`src/rtl/pim_pkg.sv`:
```
// ============================================================================
// pim_pkg: shared types and constants of the pointer and key input mapper
// Holds the logical grid size, the key ring depth, the request and action
// codes, and the structs that travel between the front and back parts.
// ============================================================================
package pim_pkg;

    // Logical grid and key ring sizes.
    localparam int LOGICAL_WIDTH  = 1280;
    localparam int LOGICAL_HEIGHT = 720;
    localparam int RING_DEPTH     = 256;
    localparam int RING_AW        = (RING_DEPTH > 1) ? $clog2(RING_DEPTH) : 1;

    // Field widths fixed by the interface.
    localparam int COORD_W  = 14;   // window coordinates and viewport corner
    localparam int DIM_W    = 15;   // viewport width and height
    localparam int PTR_X_W  = 11;
    localparam int PTR_Y_W  = 10;
    localparam int BYTE_W   = 8;

    // Scaling datapath widths.
    localparam int LW_BITS  = $clog2(LOGICAL_WIDTH + 1);
    localparam int LH_BITS  = $clog2(LOGICAL_HEIGHT + 1);
    localparam int SCALE_W  = (LW_BITS > LH_BITS) ? LW_BITS : LH_BITS;
    localparam int MUL_W    = COORD_W + SCALE_W;
    localparam int QX_BITS  = (LOGICAL_WIDTH > 1) ? $clog2(LOGICAL_WIDTH) : 1;
    localparam int QY_BITS  = (LOGICAL_HEIGHT > 1) ? $clog2(LOGICAL_HEIGHT) : 1;
    localparam int QUO_W    = (QX_BITS > QY_BITS) ? QX_BITS : QY_BITS;
    localparam int STEP_W   = (QUO_W > 1) ? $clog2(QUO_W) : 1;
    localparam int REM_W    = DIM_W;

    // Command queue between the front and back parts.
    localparam int QUEUE_DEPTH = 4;
    localparam int QUEUE_AW    = $clog2(QUEUE_DEPTH);
    localparam int QUEUE_CW    = $clog2(QUEUE_DEPTH + 1);

    // Key bytes.
    localparam logic [BYTE_W-1:0] KEY_BACKSPACE = 8'h08;
    localparam logic [BYTE_W-1:0] KEY_NEWLINE   = 8'h0A;
    localparam logic [BYTE_W-1:0] KEY_RETURN    = 8'h0D;

    // Register indexes on the configuration port.
    localparam logic [2:0] REG_VIEW_LEFT   = 3'd0;
    localparam logic [2:0] REG_VIEW_TOP    = 3'd1;
    localparam logic [2:0] REG_VIEW_WIDTH  = 3'd2;
    localparam logic [2:0] REG_VIEW_HEIGHT = 3'd3;
    localparam logic [2:0] REG_FOCUS       = 3'd4;

    typedef enum logic [2:0] {
        REQ_DOWN  = 3'd0,
        REQ_UP    = 3'd1,
        REQ_MOVE  = 3'd2,
        REQ_TEXT  = 3'd3,
        REQ_BKSP  = 3'd4,
        REQ_ENTER = 3'd5,
        REQ_POP   = 3'd6
    } t_req;

    typedef enum logic [2:0] {
        OP_NONE,
        OP_DOWN,
        OP_UP,
        OP_MOVE,
        OP_PUSH,
        OP_POP
    } t_op;

    typedef enum logic [1:0] {
        ACT_NONE   = 2'd0,
        ACT_INSERT = 2'd1,
        ACT_DELETE = 2'd2,
        ACT_READY  = 2'd3
    } t_act;

    typedef enum logic [1:0] {
        F_IDLE,
        F_MUL,
        F_DIV,
        F_PUSH
    } t_fstate;

    typedef enum logic {
        B_IDLE,
        B_POP
    } t_bstate;

    typedef struct packed {
        logic [COORD_W-1:0] view_left;
        logic [COORD_W-1:0] view_top;
        logic [DIM_W-1:0]   view_width;
        logic [DIM_W-1:0]   view_height;
        logic               focus_present;
    } t_cfg;

    typedef struct packed {
        logic [2:0]         req_type;
        logic               left_button;
        logic [COORD_W-1:0] win_x;
        logic [COORD_W-1:0] win_y;
        logic [BYTE_W-1:0]  text_byte;
    } t_item;

    typedef struct packed {
        t_op                op;
        logic [BYTE_W-1:0]  data;
        logic [PTR_X_W-1:0] px;
        logic [PTR_Y_W-1:0] py;
    } t_cmd;

    typedef struct packed {
        logic               in_view;
        logic [PTR_X_W-1:0] ptr_x;
        logic [PTR_Y_W-1:0] ptr_y;
        logic               pressed;
        t_act               key_action;
        logic [BYTE_W-1:0]  key_out;
    } t_res;

endpackage

```
`src/rtl/pim_ram.sv`:
```
// ============================================================================
// pim_ram: generic simple dual-port RAM
// One write port and one read port with registered read data that holds
// its value while no read is issued.
// ============================================================================
module pim_ram #(
    parameter int WIDTH = 8,
    parameter int DEPTH = 256
) (
    input  logic                     i_clk,
    input  logic                     i_we,
    input  logic [$clog2(DEPTH)-1:0] i_waddr,
    input  logic [WIDTH-1:0]         i_wdata,
    input  logic                     i_re,
    input  logic [$clog2(DEPTH)-1:0] i_raddr,
    output logic [WIDTH-1:0]         o_rdata
);

    logic [WIDTH-1:0] r_mem [DEPTH];
    logic [WIDTH-1:0] r_rdata;

    always_ff @(posedge i_clk) begin
        if (i_we) begin
            r_mem[i_waddr] <= i_wdata;
        end
        if (i_re) begin
            r_rdata <= r_mem[i_raddr];
        end
    end

    assign o_rdata = r_rdata;

endmodule

```
`src/rtl/pim_fifo.sv`:
```
// ============================================================================
// pim_fifo: command queue between the front and back parts
// Four flip-flop entries; push and pop may happen in the same cycle.
// ============================================================================
module pim_fifo (
    input  logic          i_clk,
    input  logic          i_rst_n,
    input  logic          i_push,
    input  pim_pkg::t_cmd i_data,
    output logic          o_full,
    input  logic          i_pop,
    output logic          o_valid,
    output pim_pkg::t_cmd o_data
);
    import pim_pkg::*;

    t_cmd                r_mem [QUEUE_DEPTH];
    logic [QUEUE_AW-1:0] r_wr;
    logic [QUEUE_AW-1:0] r_rd;
    logic [QUEUE_CW-1:0] r_count;
    logic                do_push;
    logic                do_pop;

    function automatic logic [QUEUE_AW-1:0] wrap_inc(input logic [QUEUE_AW-1:0] p);
        return (p == QUEUE_AW'(QUEUE_DEPTH - 1)) ? '0 : p + 1'b1;
    endfunction

    assign o_full  = (r_count == QUEUE_CW'(QUEUE_DEPTH));
    assign o_valid = (r_count != '0);
    assign o_data  = r_mem[r_rd];
    assign do_push = i_push && !o_full;
    assign do_pop  = i_pop && o_valid;

    always_ff @(posedge i_clk) begin
        if (do_push) begin
            r_mem[r_wr] <= i_data;
        end
    end

    always_ff @(posedge i_clk) begin
        if (!i_rst_n) begin
            r_wr    <= '0;
            r_rd    <= '0;
            r_count <= '0;
        end else begin
            if (do_push) begin
                r_wr <= wrap_inc(r_wr);
            end
            if (do_pop) begin
                r_rd <= wrap_inc(r_rd);
            end
            if (do_push && !do_pop) begin
                r_count <= r_count + 1'b1;
            end else if (do_pop && !do_push) begin
                r_count <= r_count - 1'b1;
            end
        end
    end

endmodule

```
`src/rtl/pim_front.sv`:
```
// ============================================================================
// pim_front: request classification and viewport scaling
// Accepts one item at a time, checks pointer events against the viewport,
// scales the offset with a constant multiply and a two-lane restoring
// divider (one quotient bit per cycle), and queues a command.
// ============================================================================
module pim_front (
    input  logic                          i_clk,
    input  logic                          i_rst_n,
    input  pim_pkg::t_cfg                 i_cfg,
    input  logic                          i_valid,
    output logic                          o_ready,
    input  pim_pkg::t_item                i_item,
    output logic                          o_push,
    output pim_pkg::t_cmd                 o_cmd,
    input  logic                          i_full
);
    import pim_pkg::*;

    t_fstate             r_state;
    t_fstate             n_state;
    t_op                 r_op;
    logic [BYTE_W-1:0]   r_byte;
    logic [COORD_W-1:0]  r_ox;
    logic [COORD_W-1:0]  r_oy;
    logic [REM_W-1:0]    r_remx;
    logic [REM_W-1:0]    r_remy;
    logic [QUO_W-1:0]    r_lowx;
    logic [QUO_W-1:0]    r_lowy;
    logic [QUO_W-1:0]    r_qx;
    logic [QUO_W-1:0]    r_qy;
    logic [STEP_W-1:0]   r_step;

    logic                accept;
    logic                in_x;
    logic                in_y;
    logic [COORD_W-1:0]  off_x;
    logic [COORD_W-1:0]  off_y;
    t_op                 cls_op;
    logic [BYTE_W-1:0]   cls_byte;
    logic [MUL_W-1:0]    prod_x;
    logic [MUL_W-1:0]    prod_y;
    logic [REM_W:0]      try_x;
    logic [REM_W:0]      try_y;
    logic                ge_x;
    logic                ge_y;
    logic                last_step;

    // Viewport test on the incoming item.
    assign off_x = i_item.win_x - i_cfg.view_left;
    assign off_y = i_item.win_y - i_cfg.view_top;
    assign in_x  = (i_item.win_x >= i_cfg.view_left) && ({1'b0, off_x} < i_cfg.view_width);
    assign in_y  = (i_item.win_y >= i_cfg.view_top) && ({1'b0, off_y} < i_cfg.view_height);

    always_comb begin
        cls_op   = OP_NONE;
        cls_byte = '0;
        case (t_req'(i_item.req_type))
            REQ_DOWN:  cls_op = (i_item.left_button && in_x && in_y) ? OP_DOWN : OP_NONE;
            REQ_UP:    cls_op = (i_item.left_button && in_x && in_y) ? OP_UP : OP_NONE;
            REQ_MOVE:  cls_op = (in_x && in_y) ? OP_MOVE : OP_NONE;
            REQ_TEXT: begin
                // A text stream carries no zero byte, so one is dropped here.
                cls_op   = (i_item.text_byte != '0) ? OP_PUSH : OP_NONE;
                cls_byte = i_item.text_byte;
            end
            REQ_BKSP: begin
                cls_op   = OP_PUSH;
                cls_byte = KEY_BACKSPACE;
            end
            REQ_ENTER: begin
                cls_op   = OP_PUSH;
                cls_byte = KEY_NEWLINE;
            end
            REQ_POP:   cls_op = OP_POP;
            default:   cls_op = OP_NONE;
        endcase
    end

    // Scaling: offset times grid size, then restoring division by the
    // viewport size. The quotient is known to stay below 2**QUO_W.
    assign prod_x    = MUL_W'(r_ox) * MUL_W'(LOGICAL_WIDTH);
    assign prod_y    = MUL_W'(r_oy) * MUL_W'(LOGICAL_HEIGHT);
    assign try_x     = {r_remx, r_lowx[QUO_W-1]};
    assign try_y     = {r_remy, r_lowy[QUO_W-1]};
    assign ge_x      = (try_x >= {1'b0, i_cfg.view_width});
    assign ge_y      = (try_y >= {1'b0, i_cfg.view_height});
    assign last_step = (r_step == STEP_W'(QUO_W - 1));

    assign accept = i_valid && o_ready;

    always_comb begin
        n_state = r_state;
        case (r_state)
            F_IDLE: begin
                if (i_valid) begin
                    n_state = (cls_op == OP_DOWN || cls_op == OP_UP || cls_op == OP_MOVE)
                              ? F_MUL : F_PUSH;
                end
            end
            F_MUL:  n_state = F_DIV;
            F_DIV:  n_state = last_step ? F_PUSH : F_DIV;
            F_PUSH: n_state = i_full ? F_PUSH : F_IDLE;
            default: n_state = F_IDLE;
        endcase
    end

    always_comb begin
        o_ready = 1'b0;
        o_push  = 1'b0;
        case (r_state)
            F_IDLE:  o_ready = 1'b1;
            F_PUSH:  o_push  = !i_full;
            default: begin
                o_ready = 1'b0;
                o_push  = 1'b0;
            end
        endcase
    end

    assign o_cmd.op   = r_op;
    assign o_cmd.data = r_byte;
    assign o_cmd.px   = PTR_X_W'(r_qx);
    assign o_cmd.py   = PTR_Y_W'(r_qy);

    always_ff @(posedge i_clk) begin
        if (!i_rst_n) begin
            r_state <= F_IDLE;
        end else begin
            r_state <= n_state;
        end
    end

    always_ff @(posedge i_clk) begin
        if (accept) begin
            r_op   <= cls_op;
            r_byte <= cls_byte;
            r_ox   <= off_x;
            r_oy   <= off_y;
        end
        if (r_state == F_MUL) begin
            r_remx <= REM_W'(prod_x >> QUO_W);
            r_remy <= REM_W'(prod_y >> QUO_W);
            r_lowx <= prod_x[QUO_W-1:0];
            r_lowy <= prod_y[QUO_W-1:0];
            r_step <= '0;
        end
        if (r_state == F_DIV) begin
            r_remx <= ge_x ? REM_W'(try_x - {1'b0, i_cfg.view_width}) : REM_W'(try_x);
            r_remy <= ge_y ? REM_W'(try_y - {1'b0, i_cfg.view_height}) : REM_W'(try_y);
            r_lowx <= r_lowx << 1;
            r_lowy <= r_lowy << 1;
            r_qx   <= QUO_W'({r_qx, ge_x});
            r_qy   <= QUO_W'({r_qy, ge_y});
            r_step <= r_step + 1'b1;
        end
    end

endmodule

```
`src/rtl/pim_back.sv`:
```
// ============================================================================
// pim_back: state update and key ring
// Executes queued commands against the pointer state and the key ring,
// and holds each result in an output register until it is taken.
// ============================================================================
module pim_back (
    input  logic          i_clk,
    input  logic          i_rst_n,
    input  logic          i_focus,
    input  logic          i_q_valid,
    input  pim_pkg::t_cmd i_cmd,
    output logic          o_q_pop,
    output logic          o_valid,
    input  logic          i_ready,
    output pim_pkg::t_res o_res
);
    import pim_pkg::*;

    t_bstate              r_state;
    t_bstate              n_state;
    logic [RING_AW-1:0]   r_head;
    logic [RING_AW-1:0]   r_tail;
    logic [RING_AW-1:0]   n_head;
    logic [RING_AW-1:0]   n_tail;
    logic [PTR_X_W-1:0]   r_px;
    logic [PTR_Y_W-1:0]   r_py;
    logic                 r_down;
    logic [PTR_X_W-1:0]   n_px;
    logic [PTR_Y_W-1:0]   n_py;
    logic                 n_down;
    logic                 r_ovalid;
    t_res                 r_res;
    t_res                 n_res;

    logic                 can_load;
    logic                 go;
    logic                 pop_hit;
    logic                 load;
    logic                 applied;
    logic                 ram_we;
    logic                 ram_re;
    logic [BYTE_W-1:0]    ram_rdata;
    logic [RING_AW-1:0]   tail_inc;
    logic [RING_AW-1:0]   head_inc;

    function automatic logic [RING_AW-1:0] ring_inc(input logic [RING_AW-1:0] p);
        return (p == RING_AW'(RING_DEPTH - 1)) ? '0 : p + 1'b1;
    endfunction

    assign tail_inc = ring_inc(r_tail);
    assign head_inc = ring_inc(r_head);
    assign can_load = !r_ovalid || i_ready;
    assign go       = (r_state == B_IDLE) && i_q_valid && can_load;
    assign pop_hit  = go && (i_cmd.op == OP_POP) && i_focus && (r_head != r_tail);

    pim_ram #(
        .WIDTH (BYTE_W),
        .DEPTH (RING_DEPTH)
    ) u_ring (
        .i_clk   (i_clk),
        .i_we    (ram_we),
        .i_waddr (r_tail),
        .i_wdata (i_cmd.data),
        .i_re    (ram_re),
        .i_raddr (r_head),
        .o_rdata (ram_rdata)
    );

    always_comb begin
        n_state = r_state;
        case (r_state)
            B_IDLE:  n_state = pop_hit ? B_POP : B_IDLE;
            B_POP:   n_state = can_load ? B_IDLE : B_POP;
            default: n_state = B_IDLE;
        endcase
    end

    always_comb begin
        n_head  = r_head;
        n_tail  = r_tail;
        n_px    = r_px;
        n_py    = r_py;
        n_down  = r_down;
        n_res   = r_res;
        applied = 1'b0;
        ram_we  = 1'b0;
        ram_re  = 1'b0;
        o_q_pop = 1'b0;
        load    = 1'b0;
        case (r_state)
            B_IDLE: begin
                if (go) begin
                    o_q_pop = 1'b1;
                    case (i_cmd.op)
                        OP_DOWN, OP_UP: begin
                            n_px    = i_cmd.px;
                            n_py    = i_cmd.py;
                            n_down  = (i_cmd.op == OP_DOWN);
                            applied = 1'b1;
                        end
                        OP_MOVE: begin
                            n_px    = i_cmd.px;
                            n_py    = i_cmd.py;
                            applied = 1'b1;
                        end
                        OP_PUSH: begin
                            // A full ring gives up its oldest byte.
                            ram_we = 1'b1;
                            n_tail = tail_inc;
                            if (tail_inc == r_head) begin
                                n_head = head_inc;
                            end
                        end
                        OP_POP: begin
                            if (pop_hit) begin
                                ram_re = 1'b1;
                                n_head = head_inc;
                            end
                        end
                        default: applied = 1'b0;
                    endcase
                    load             = !pop_hit;
                    n_res.in_view    = applied;
                    n_res.ptr_x      = n_px;
                    n_res.ptr_y      = n_py;
                    n_res.pressed    = n_down;
                    n_res.key_action = ACT_NONE;
                    n_res.key_out    = '0;
                end
            end
            B_POP: begin
                if (can_load) begin
                    load          = 1'b1;
                    n_res.in_view = 1'b0;
                    n_res.ptr_x   = r_px;
                    n_res.ptr_y   = r_py;
                    n_res.pressed = r_down;
                    n_res.key_out = '0;
                    if (ram_rdata == KEY_BACKSPACE) begin
                        n_res.key_action = ACT_DELETE;
                    end else if (ram_rdata == KEY_NEWLINE || ram_rdata == KEY_RETURN) begin
                        n_res.key_action = ACT_READY;
                    end else begin
                        n_res.key_action = ACT_INSERT;
                        n_res.key_out    = ram_rdata;
                    end
                end
            end
            default: load = 1'b0;
        endcase
    end

    always_ff @(posedge i_clk) begin
        if (!i_rst_n) begin
            r_state  <= B_IDLE;
            r_head   <= '0;
            r_tail   <= '0;
            r_px     <= '0;
            r_py     <= '0;
            r_down   <= 1'b0;
            r_ovalid <= 1'b0;
        end else begin
            r_state <= n_state;
            r_head  <= n_head;
            r_tail  <= n_tail;
            r_px    <= n_px;
            r_py    <= n_py;
            r_down  <= n_down;
            if (load) begin
                r_ovalid <= 1'b1;
            end else if (i_ready) begin
                r_ovalid <= 1'b0;
            end
        end
    end

    always_ff @(posedge i_clk) begin
        if (load) begin
            r_res <= n_res;
        end
    end

    assign o_valid = r_ovalid;
    assign o_res   = r_res;

    a_ring_range: assert property (@(posedge i_clk) disable iff (!i_rst_n)
        (r_head <= RING_AW'(RING_DEPTH - 1)) && (r_tail <= RING_AW'(RING_DEPTH - 1)))
        else $error("key ring pointer out of range");

    a_pop_entry: assert property (@(posedge i_clk) disable iff (!i_rst_n)
        $rose(r_state == B_POP) |-> $past(pop_hit))
        else $error("pop state entered without a granted pop");

    a_pop_result: assert property (@(posedge i_clk) disable iff (!i_rst_n)
        (r_state == B_POP && can_load) |=> (r_ovalid && r_res.key_action != ACT_NONE))
        else $error("granted pop delivered no key action");

endmodule

```
`src/rtl/pointer_and_key_input_mapper_unit.sv`:
```
// ============================================================================
// pointer_and_key_input_mapper_unit: pointer scaling and key ring top level
// A pointer event inside the viewport passes the multiply state, the divider
// steps, the queue push and the state update before its result is on the
// output; other items skip the multiply and divider states, and a granted pop
// adds a ring read state. The front part takes a new item only once the last
// one is pushed into the queue, and that push stalls while the queue is full.
// Reset is synchronous, active low: it clears the pointer, the pressed flag,
// the ring pointers, the queue and the configuration registers to their
// defaults; the ring memory itself is not cleared.
// ============================================================================
module pointer_and_key_input_mapper_unit (
    input  logic        i_clk,
    input  logic        i_rst_n,
    // Input item stream.
    input  logic        s_axis_tvalid,
    output logic        s_axis_tready,
    // left_button [0], win_x [14:1], win_y [28:15], text_byte [36:29], zero [39:37]
    input  logic [39:0] s_axis_tdata,
    // req_type [2:0]
    input  logic [2:0]  s_axis_tuser,
    // Result stream.
    output logic        m_axis_tvalid,
    input  logic        m_axis_tready,
    // in_view [0], ptr_x [11:1], ptr_y [21:12], pressed [22], key_out [30:23], zero [31]
    output logic [31:0] m_axis_tdata,
    // key_action [1:0]
    output logic [1:0]  m_axis_tuser,
    // Configuration port.
    input  logic        psel,
    input  logic        penable,
    input  logic        pwrite,
    input  logic [4:0]  paddr,
    input  logic [31:0] pwdata,
    output logic [31:0] prdata,
    output logic        pready
);
    import pim_pkg::*;

    // Configuration registers. A width or height written as zero is kept
    // as one so that the divider never sees a zero divisor.
    t_cfg               r_cfg;
    logic               cfg_wr;
    logic [2:0]         cfg_idx;
    logic [DIM_W-1:0]   wr_dim;

    t_item              item;
    logic               q_push;
    logic               q_full;
    logic               q_pop;
    logic               q_valid;
    t_cmd               q_in;
    t_cmd               q_out;
    t_res               res;

    assign pready  = 1'b1;
    assign cfg_wr  = psel && penable && pwrite && pready;
    assign cfg_idx = paddr[4:2];
    assign wr_dim  = (pwdata[DIM_W-1:0] == '0) ? DIM_W'(1) : pwdata[DIM_W-1:0];

    always_ff @(posedge i_clk) begin
        if (!i_rst_n) begin
            r_cfg.view_left     <= '0;
            r_cfg.view_top      <= '0;
            r_cfg.view_width    <= DIM_W'(LOGICAL_WIDTH);
            r_cfg.view_height   <= DIM_W'(LOGICAL_HEIGHT);
            r_cfg.focus_present <= 1'b0;
        end else if (cfg_wr) begin
            case (cfg_idx)
                REG_VIEW_LEFT:   r_cfg.view_left     <= pwdata[COORD_W-1:0];
                REG_VIEW_TOP:    r_cfg.view_top      <= pwdata[COORD_W-1:0];
                REG_VIEW_WIDTH:  r_cfg.view_width    <= wr_dim;
                REG_VIEW_HEIGHT: r_cfg.view_height   <= wr_dim;
                REG_FOCUS:       r_cfg.focus_present <= pwdata[0];
                default:         r_cfg.focus_present <= r_cfg.focus_present;
            endcase
        end
    end

    always_comb begin
        case (paddr[4:2])
            REG_VIEW_LEFT:   prdata = 32'(r_cfg.view_left);
            REG_VIEW_TOP:    prdata = 32'(r_cfg.view_top);
            REG_VIEW_WIDTH:  prdata = 32'(r_cfg.view_width);
            REG_VIEW_HEIGHT: prdata = 32'(r_cfg.view_height);
            REG_FOCUS:       prdata = 32'(r_cfg.focus_present);
            default:         prdata = '0;
        endcase
    end

    // Unpack the input item.
    assign item.req_type    = s_axis_tuser;
    assign item.left_button = s_axis_tdata[0];
    assign item.win_x       = s_axis_tdata[14:1];
    assign item.win_y       = s_axis_tdata[28:15];
    assign item.text_byte   = s_axis_tdata[36:29];

    // Front part: classification and viewport scaling.
    pim_front u_front (
        .i_clk   (i_clk),
        .i_rst_n (i_rst_n),
        .i_cfg   (r_cfg),
        .i_valid (s_axis_tvalid),
        .o_ready (s_axis_tready),
        .i_item  (item),
        .o_push  (q_push),
        .o_cmd   (q_in),
        .i_full  (q_full)
    );

    // Short command queue so that the two parts stall independently.
    pim_fifo u_queue (
        .i_clk   (i_clk),
        .i_rst_n (i_rst_n),
        .i_push  (q_push),
        .i_data  (q_in),
        .o_full  (q_full),
        .i_pop   (q_pop),
        .o_valid (q_valid),
        .o_data  (q_out)
    );

    // Back part: pointer state, key ring and the result register.
    pim_back u_back (
        .i_clk     (i_clk),
        .i_rst_n   (i_rst_n),
        .i_focus   (r_cfg.focus_present),
        .i_q_valid (q_valid),
        .i_cmd     (q_out),
        .o_q_pop   (q_pop),
        .o_valid   (m_axis_tvalid),
        .i_ready   (m_axis_tready),
        .o_res     (res)
    );

    // Pack the result item.
    assign m_axis_tdata = {1'b0, res.key_out, res.pressed, res.ptr_y, res.ptr_x, res.in_view};
    assign m_axis_tuser = res.key_action;

endmodule

```
`config.mk`:
```
export PLATFORM = sky130hd
export DESIGN_NAME = pointer_and_key_input_mapper_unit
export DESIGN_NICKNAME = d
export VERILOG_FILES = /design/src/rtl/pim_pkg.sv /design/src/rtl/pim_ram.sv /design/src/rtl/pim_fifo.sv /design/src/rtl/pim_front.sv /design/src/rtl/pim_back.sv /design/src/rtl/pointer_and_key_input_mapper_unit.sv
export SDC_FILE = /design/constraint.sdc
export NUM_CORES = 2
export LEC_CHECK = 0
export ABC_AREA = 1
export BUFFER_PORTS_ARGS = -buffer_cell sky130_fd_sc_hd__buf_2
export CAP_MARGIN = 30
export CORE_MARGIN = 2
export CORE_UTILIZATION = 59
export CTS_BUF_LIST = sky130_fd_sc_hd__clkbuf_4 sky130_fd_sc_hd__clkbuf_8
export DETAILED_ROUTE_END_ITERATION = 8
export PLACE_DENSITY = 0.78
export REMOVE_ABC_BUFFERS = 1
export SLEW_MARGIN = 25
export SYNTH_ARGS = -nofsm -noshare
export SYNTH_HDL_FRONTEND = slang
export SYNTH_SLANG_ARGS = --single-unit
```
`constraint.sdc`:
```
create_clock -name i_clk -period 10.4 [get_ports i_clk]
set_clock_uncertainty 0.15 [all_clocks]
set_input_delay 2.08 -clock i_clk [delete_from_list [all_inputs] [get_ports i_clk]]
set_output_delay 2.08 -clock i_clk [all_outputs]
set_load 0.005 [all_outputs]
```
==> load_flow_metrics.sql <==
INSERT INTO impl_metrics (metric_group, metric, value, unit) VALUES
('setup_path', 'critical_path.slowest_cell', 'clkinv_2', ''),
('global_routing', 'number_of_global_route_vias_before_repair', '68200', ''),
('yosys', 'post_synth_edffs', '2321', ''),
('clock_network', 'post_cts_resized', '0', ''),
('yosys', 'postSynthAreaPerCell', '11.6', 'um2'),
('timing', 'fmax', '172', 'MHz'),
('place', 'detailedPlacementHpwl', '154000', 'um'),
('global_routing', 'grt_antenna_before_repair', '7', ''),
('hold_path', 'min-delay-path-class', 'flip-flop to flip-flop', ''),
('setup_path', 'critPathBufInv', '7', ''),
('setup_path', 'crit_path_cell_trace', 'buf_4, clkinv_2, nand2_1, a32o_1, nand2_1, inv_2, nand2_1, buf_4, inv_2, buf_4, nand3_2, buf_4, nor2_1', ''),
('place', 'port_buffers', '114', ''),
('setup_path', 'max_stage_delay', '0.84', 'ns'),
('clock_network', 'post_cts_buffers', '0', ''),
('power', 'p_total', '29.0', 'mW'),
('setup_path', 'crit_arrival', '6.33', 'ns'),
('place', 'gp_routability_congestion', '0.923', ''),
('floorplan', 'core_area', '174000', 'um2'),
('setup_path', 'crit_type', 'flip-flop to flip-flop', ''),
('timing', 'maxSlewHeadroom', '18.8', '%'),
('yosys', 'ys_seq_elements', '2431', ''),
('yosys', 'postSynth.topFlopCell', 'edfxtp_1', ''),
('layout', 'area_growth', '9.29', '%'),
('floorplan', 'floorplan.die.width', '423', 'um'),
('global_routing', 'grt.total_usage', '29.2', '%'),
('power', 'cellPowerDensity', '256', 'nW/um2'),
('global_routing', 'grt_pass1_wl', '400000', 'um'),
('clock_network', 'max-clock-path-buffers', '4', ''),
('routing', 'drt-pass1-iter-count', '8', ''),
('global_routing', 'largest_net_degree_at_the_start_of_global_routing', '230', ''),
('routing', 'drtIter0Drc', '9886', ''),
('flow_run', 'max_cap_violations', '0', ''),
('setup_path', 'timing.critical_path.from_type', 'flip-flop', ''),
('routing', 'drtAntennaViolNets', '0', ''),
('routing', 'post_drt_via_cell_ratio', '6.13', ''),
('floorplan', 'design.die.area', '179000', 'um2'),
('timing', 'finalCritPeriodShare', '55.9', '%'),
('setup_path', 'critPathCaptureType', 'flip-flop', ''),
('floorplan', 'placement_rows', '153', ''),
('timing', 'layout_min_cycle_time', '5.81', 'ns'),
('power', 'worst_ir_drop_vdd', '0.000324', 'V'),
('clock_network', 'cts_made_buffers', '389', ''),
('clock_network', 'postCtsHoldBufs', '0', ''),
('clock_network', 'clk_pin_slew_worst_setup_hold_paths', '0.06', 'ns'),
('timing', 'tns', '0', 'ns'),
('routing', 'detail_route.wirelength', '268000', 'um'),
('global_routing', 'gr-total-overflow', '0', ''),
('timing', 'rsz_0062_raised_after_global_routing', 'false', ''),
('layout', 'final_nets', '9311', ''),
('timing', 'setup_violation_total_in_the_final_timing_report', '0', ''),
('clock_network', 'cts.root.buffer_cell', 'clkbuf_8', ''),
('routing', 'routed_wire_length_per_instance', '23.0', 'um'),
('layout', 'post_route_cells_drive_above_1_share', '9.19', '%'),
('setup_path', 'critical-path-top-delay-family', 'buffers and inverters', ''),
('timing', 'report.final.slew_viol_count', '0', ''),
('floorplan', 'initial_utilization', '59.5', '%'),
('routing', 'route.vias.total', '71300', ''),
('yosys', 'yosys_warnings', '0', ''),
('timing', 'timing_hold_violations_final', '0', ''),
('setup_path', 'critPathMostFrequentCell', 'buf_4', ''),
('yosys', 'syn_area', '104000', 'um2'),
('yosys', 'fraction_of_the_yosys_area_taken_by_sequential_cells', '69.4', '%'),
('floorplan', 'die_height', '423', 'um'),
('floorplan', 'num_io_pins', '156', ''),
('setup_path', 'worst-endpoint-required', '10.92', 'ns'),
('timing', 'worst_pin_slew', '1.22', 'ns'),
('yosys', 'ys_async_sr_fraction', '0', '%'),
('setup_path', 'critPathMaxFanout', '66', ''),
('clock_network', 'clock_sink_count', '2431', ''),
('clock_network', 'htree_num_levels', '5', ''),
('hold_path', 'holdCritStartpoint', 'u_front.r_lowy[4]', ''),
('clock_network', 'tritoncts_clock_tree', 'built', ''),
('power', 'leakagePower', '39.2', 'nW'),
('yosys', 'postSynthCellCount', '8945', ''),
('routing', 'drc_errors', '0', ''),
('clock_network', 'worst_skew_pair.late_latency', '1.07', 'ns'),
('run_status', 'status', 'finished, final reports clean', ''),
('yosys', 'synthDistinctLibCells', '53', '');
-- routing by layer --
layer  vias to the layer above  GRT usage, %  wire (um)
li1                      32100             -          -
met1                     34400          40.4     103000
met2                      4259          45.1     124000
met3                       615          6.19      30600
met4                         2          12.6      10600
met5                         -             0         16
-- Yosys cell counts (10+ instances only) --
master       n  share of area, %
a211oi_1    22              0.16
a21o_1      10             0.072
a21oi_1    308               1.5
a31oi_1     10             0.060
buf_1       22             0.080
buf_2      195              0.94
buf_4       81              0.59
buf_6       13              0.14
clkbuf_1   227              0.82
clkinv_1    16             0.058
dfxtp_1    110               2.1
edfxtp_1  2321                67
fa_1        28              0.54
ha_1       162               2.0
inv_1      398               1.4
nand2_1    816               3.0
nand3_1    352               1.7
nand3b_1    12             0.087
nand4_1     19              0.11
nor2_1    1888               6.8
nor3_1      25              0.12
o211ai_1   264               1.9
o21ai_0   1150               5.6
o21ai_1    177              0.85
o221ai_1    10             0.084
o22ai_1    181               1.1
xnor2_1     20              0.17
xor2_1      46              0.39
-- path summary, 6_finish.rpt --
| path | endpoint | slack [ns] | depth (start not counted) |
|---|---|---|---|
| max | u_back.u_ring.r_mem[102][4] | 4.59 | 13 |
| max reg2reg | u_back.u_ring.r_mem[102][4] | 4.59 | 13 |
| min reg2reg | u_front.r_lowy[5] | 0.31 | 2 |
| min | u_front.r_lowy[5] | 0.31 | 2 |
-- state kept, by name (all words and copies together) (netlist names), 3 cells and up, named ones only --
name and count:
u_back.r_py 10, u_back.r_head 8, u_back.o_res 33, u_front.r_remx 15
u_front.r_op 3, u_front.r_step 4, r_cfg 59, u_queue.r_count 3
u_back.u_ring.o_rdata 8, u_back.u_ring.r_mem 2048, u_front.r_qy 10, u_back.r_px 11
u_back.r_tail 8, u_front.r_byte 8, u_front.r_oy 14, u_front.r_remy 15
u_front.r_lowy 7, u_front.r_ox 14, u_front.r_qx 11, u_queue.r_mem 128
u_front.r_lowx 3
-- worst min-delay path, delay by kind of cell, from the launching register on --
| kind | cells | cell delay [ns] |
|---|---|---|
| DFF | 1 | 0.32 |
| and+or+nand+nor | 2 | 0.10 |
-- cell families (layout without fill, tap and decap cells) --
logic type / count (synthesis) / in the layout / share of synthesized area (%)
XOR/XNOR: 66 / 66 / 0.558
flip-flops: 2431 / 2431 / 69.4
AND/OR/NAND/NOR: 3134 / 3134 / 12.0
AO/OA/AOI/OAI: 2161 / 2161 / 11.5
buffers and inverters: 961 / 1314 / 4.11
other: 2 / 21 / 0.00724
adder cells (fa/ha/maj): 190 / 190 / 2.50
-- cell type report --
type | count | area, um2
clock inverter | 143 | 883
tap | 2325 | 2910
sequential | 2431 | 71900
fill | 12500 | 60900
inverter | 421 | 1600
clock buffer | 529 | 6510
antenna | 2 | 5.00
timing repair buffer | 221 | 1740
multi-input combinational | 5570 | 27700
-- power breakdown --
group          total (mW)  leakage [nW]  internal, mW  switching [mW]
Clock                7.92          3.92          4.28            3.64
Sequential           13.2          21.8          13.0           0.185
Combinational        7.90          13.4          1.85            6.05
Total                29.0          39.2          19.1            9.88
-- metrics by stage --
stage,area [um2],hold WS (ns),setup WS [ns],instances,utilization [%]
2_1_floorplan,101000,0.285,-42.54,8422,-
3_3_place_gp,106000,0.295,4.54,11000,60.6
3_5_place_dp,106000,0.297,4.41,11000,60.6
4_1_cts,113000,0.305,4.85,11600,64.9
5_1_grt,113000,0.344,4.35,11600,65.0
6_report,113000,0.308,4.59,11600,65.0
-- layout by cell type, fill, tap and decap left out, types with 8 or more instances in the layout --
master / count
dfxtp_1: 105
a211oi_1: 22
clkbuf_8: 406
buf_4: 78
conb_1: 19
o21ai_1: 177
nand4_1: 19
o21bai_1: 9
o22ai_4: 8
a31oi_1: 10
o22ai_1: 173
o211ai_1: 264
a21o_1: 10
buf_2: 115
fa_1: 28
nand3_1: 351
o21ai_0: 1150
clkinv_1: 105
a21oi_1: 307
clkinv_2: 37
bufinv_16: 10
nor3_1: 24
o221ai_1: 10
xnor2_1: 20
buf_12: 16
clkbuf_4: 123
xor2_1: 46
inv_1: 394
edfxtp_1: 2321
ha_1: 160
nand3b_1: 12
nor2_1: 1881
nand2_1: 815
Power figures use the tool's default switching activity.
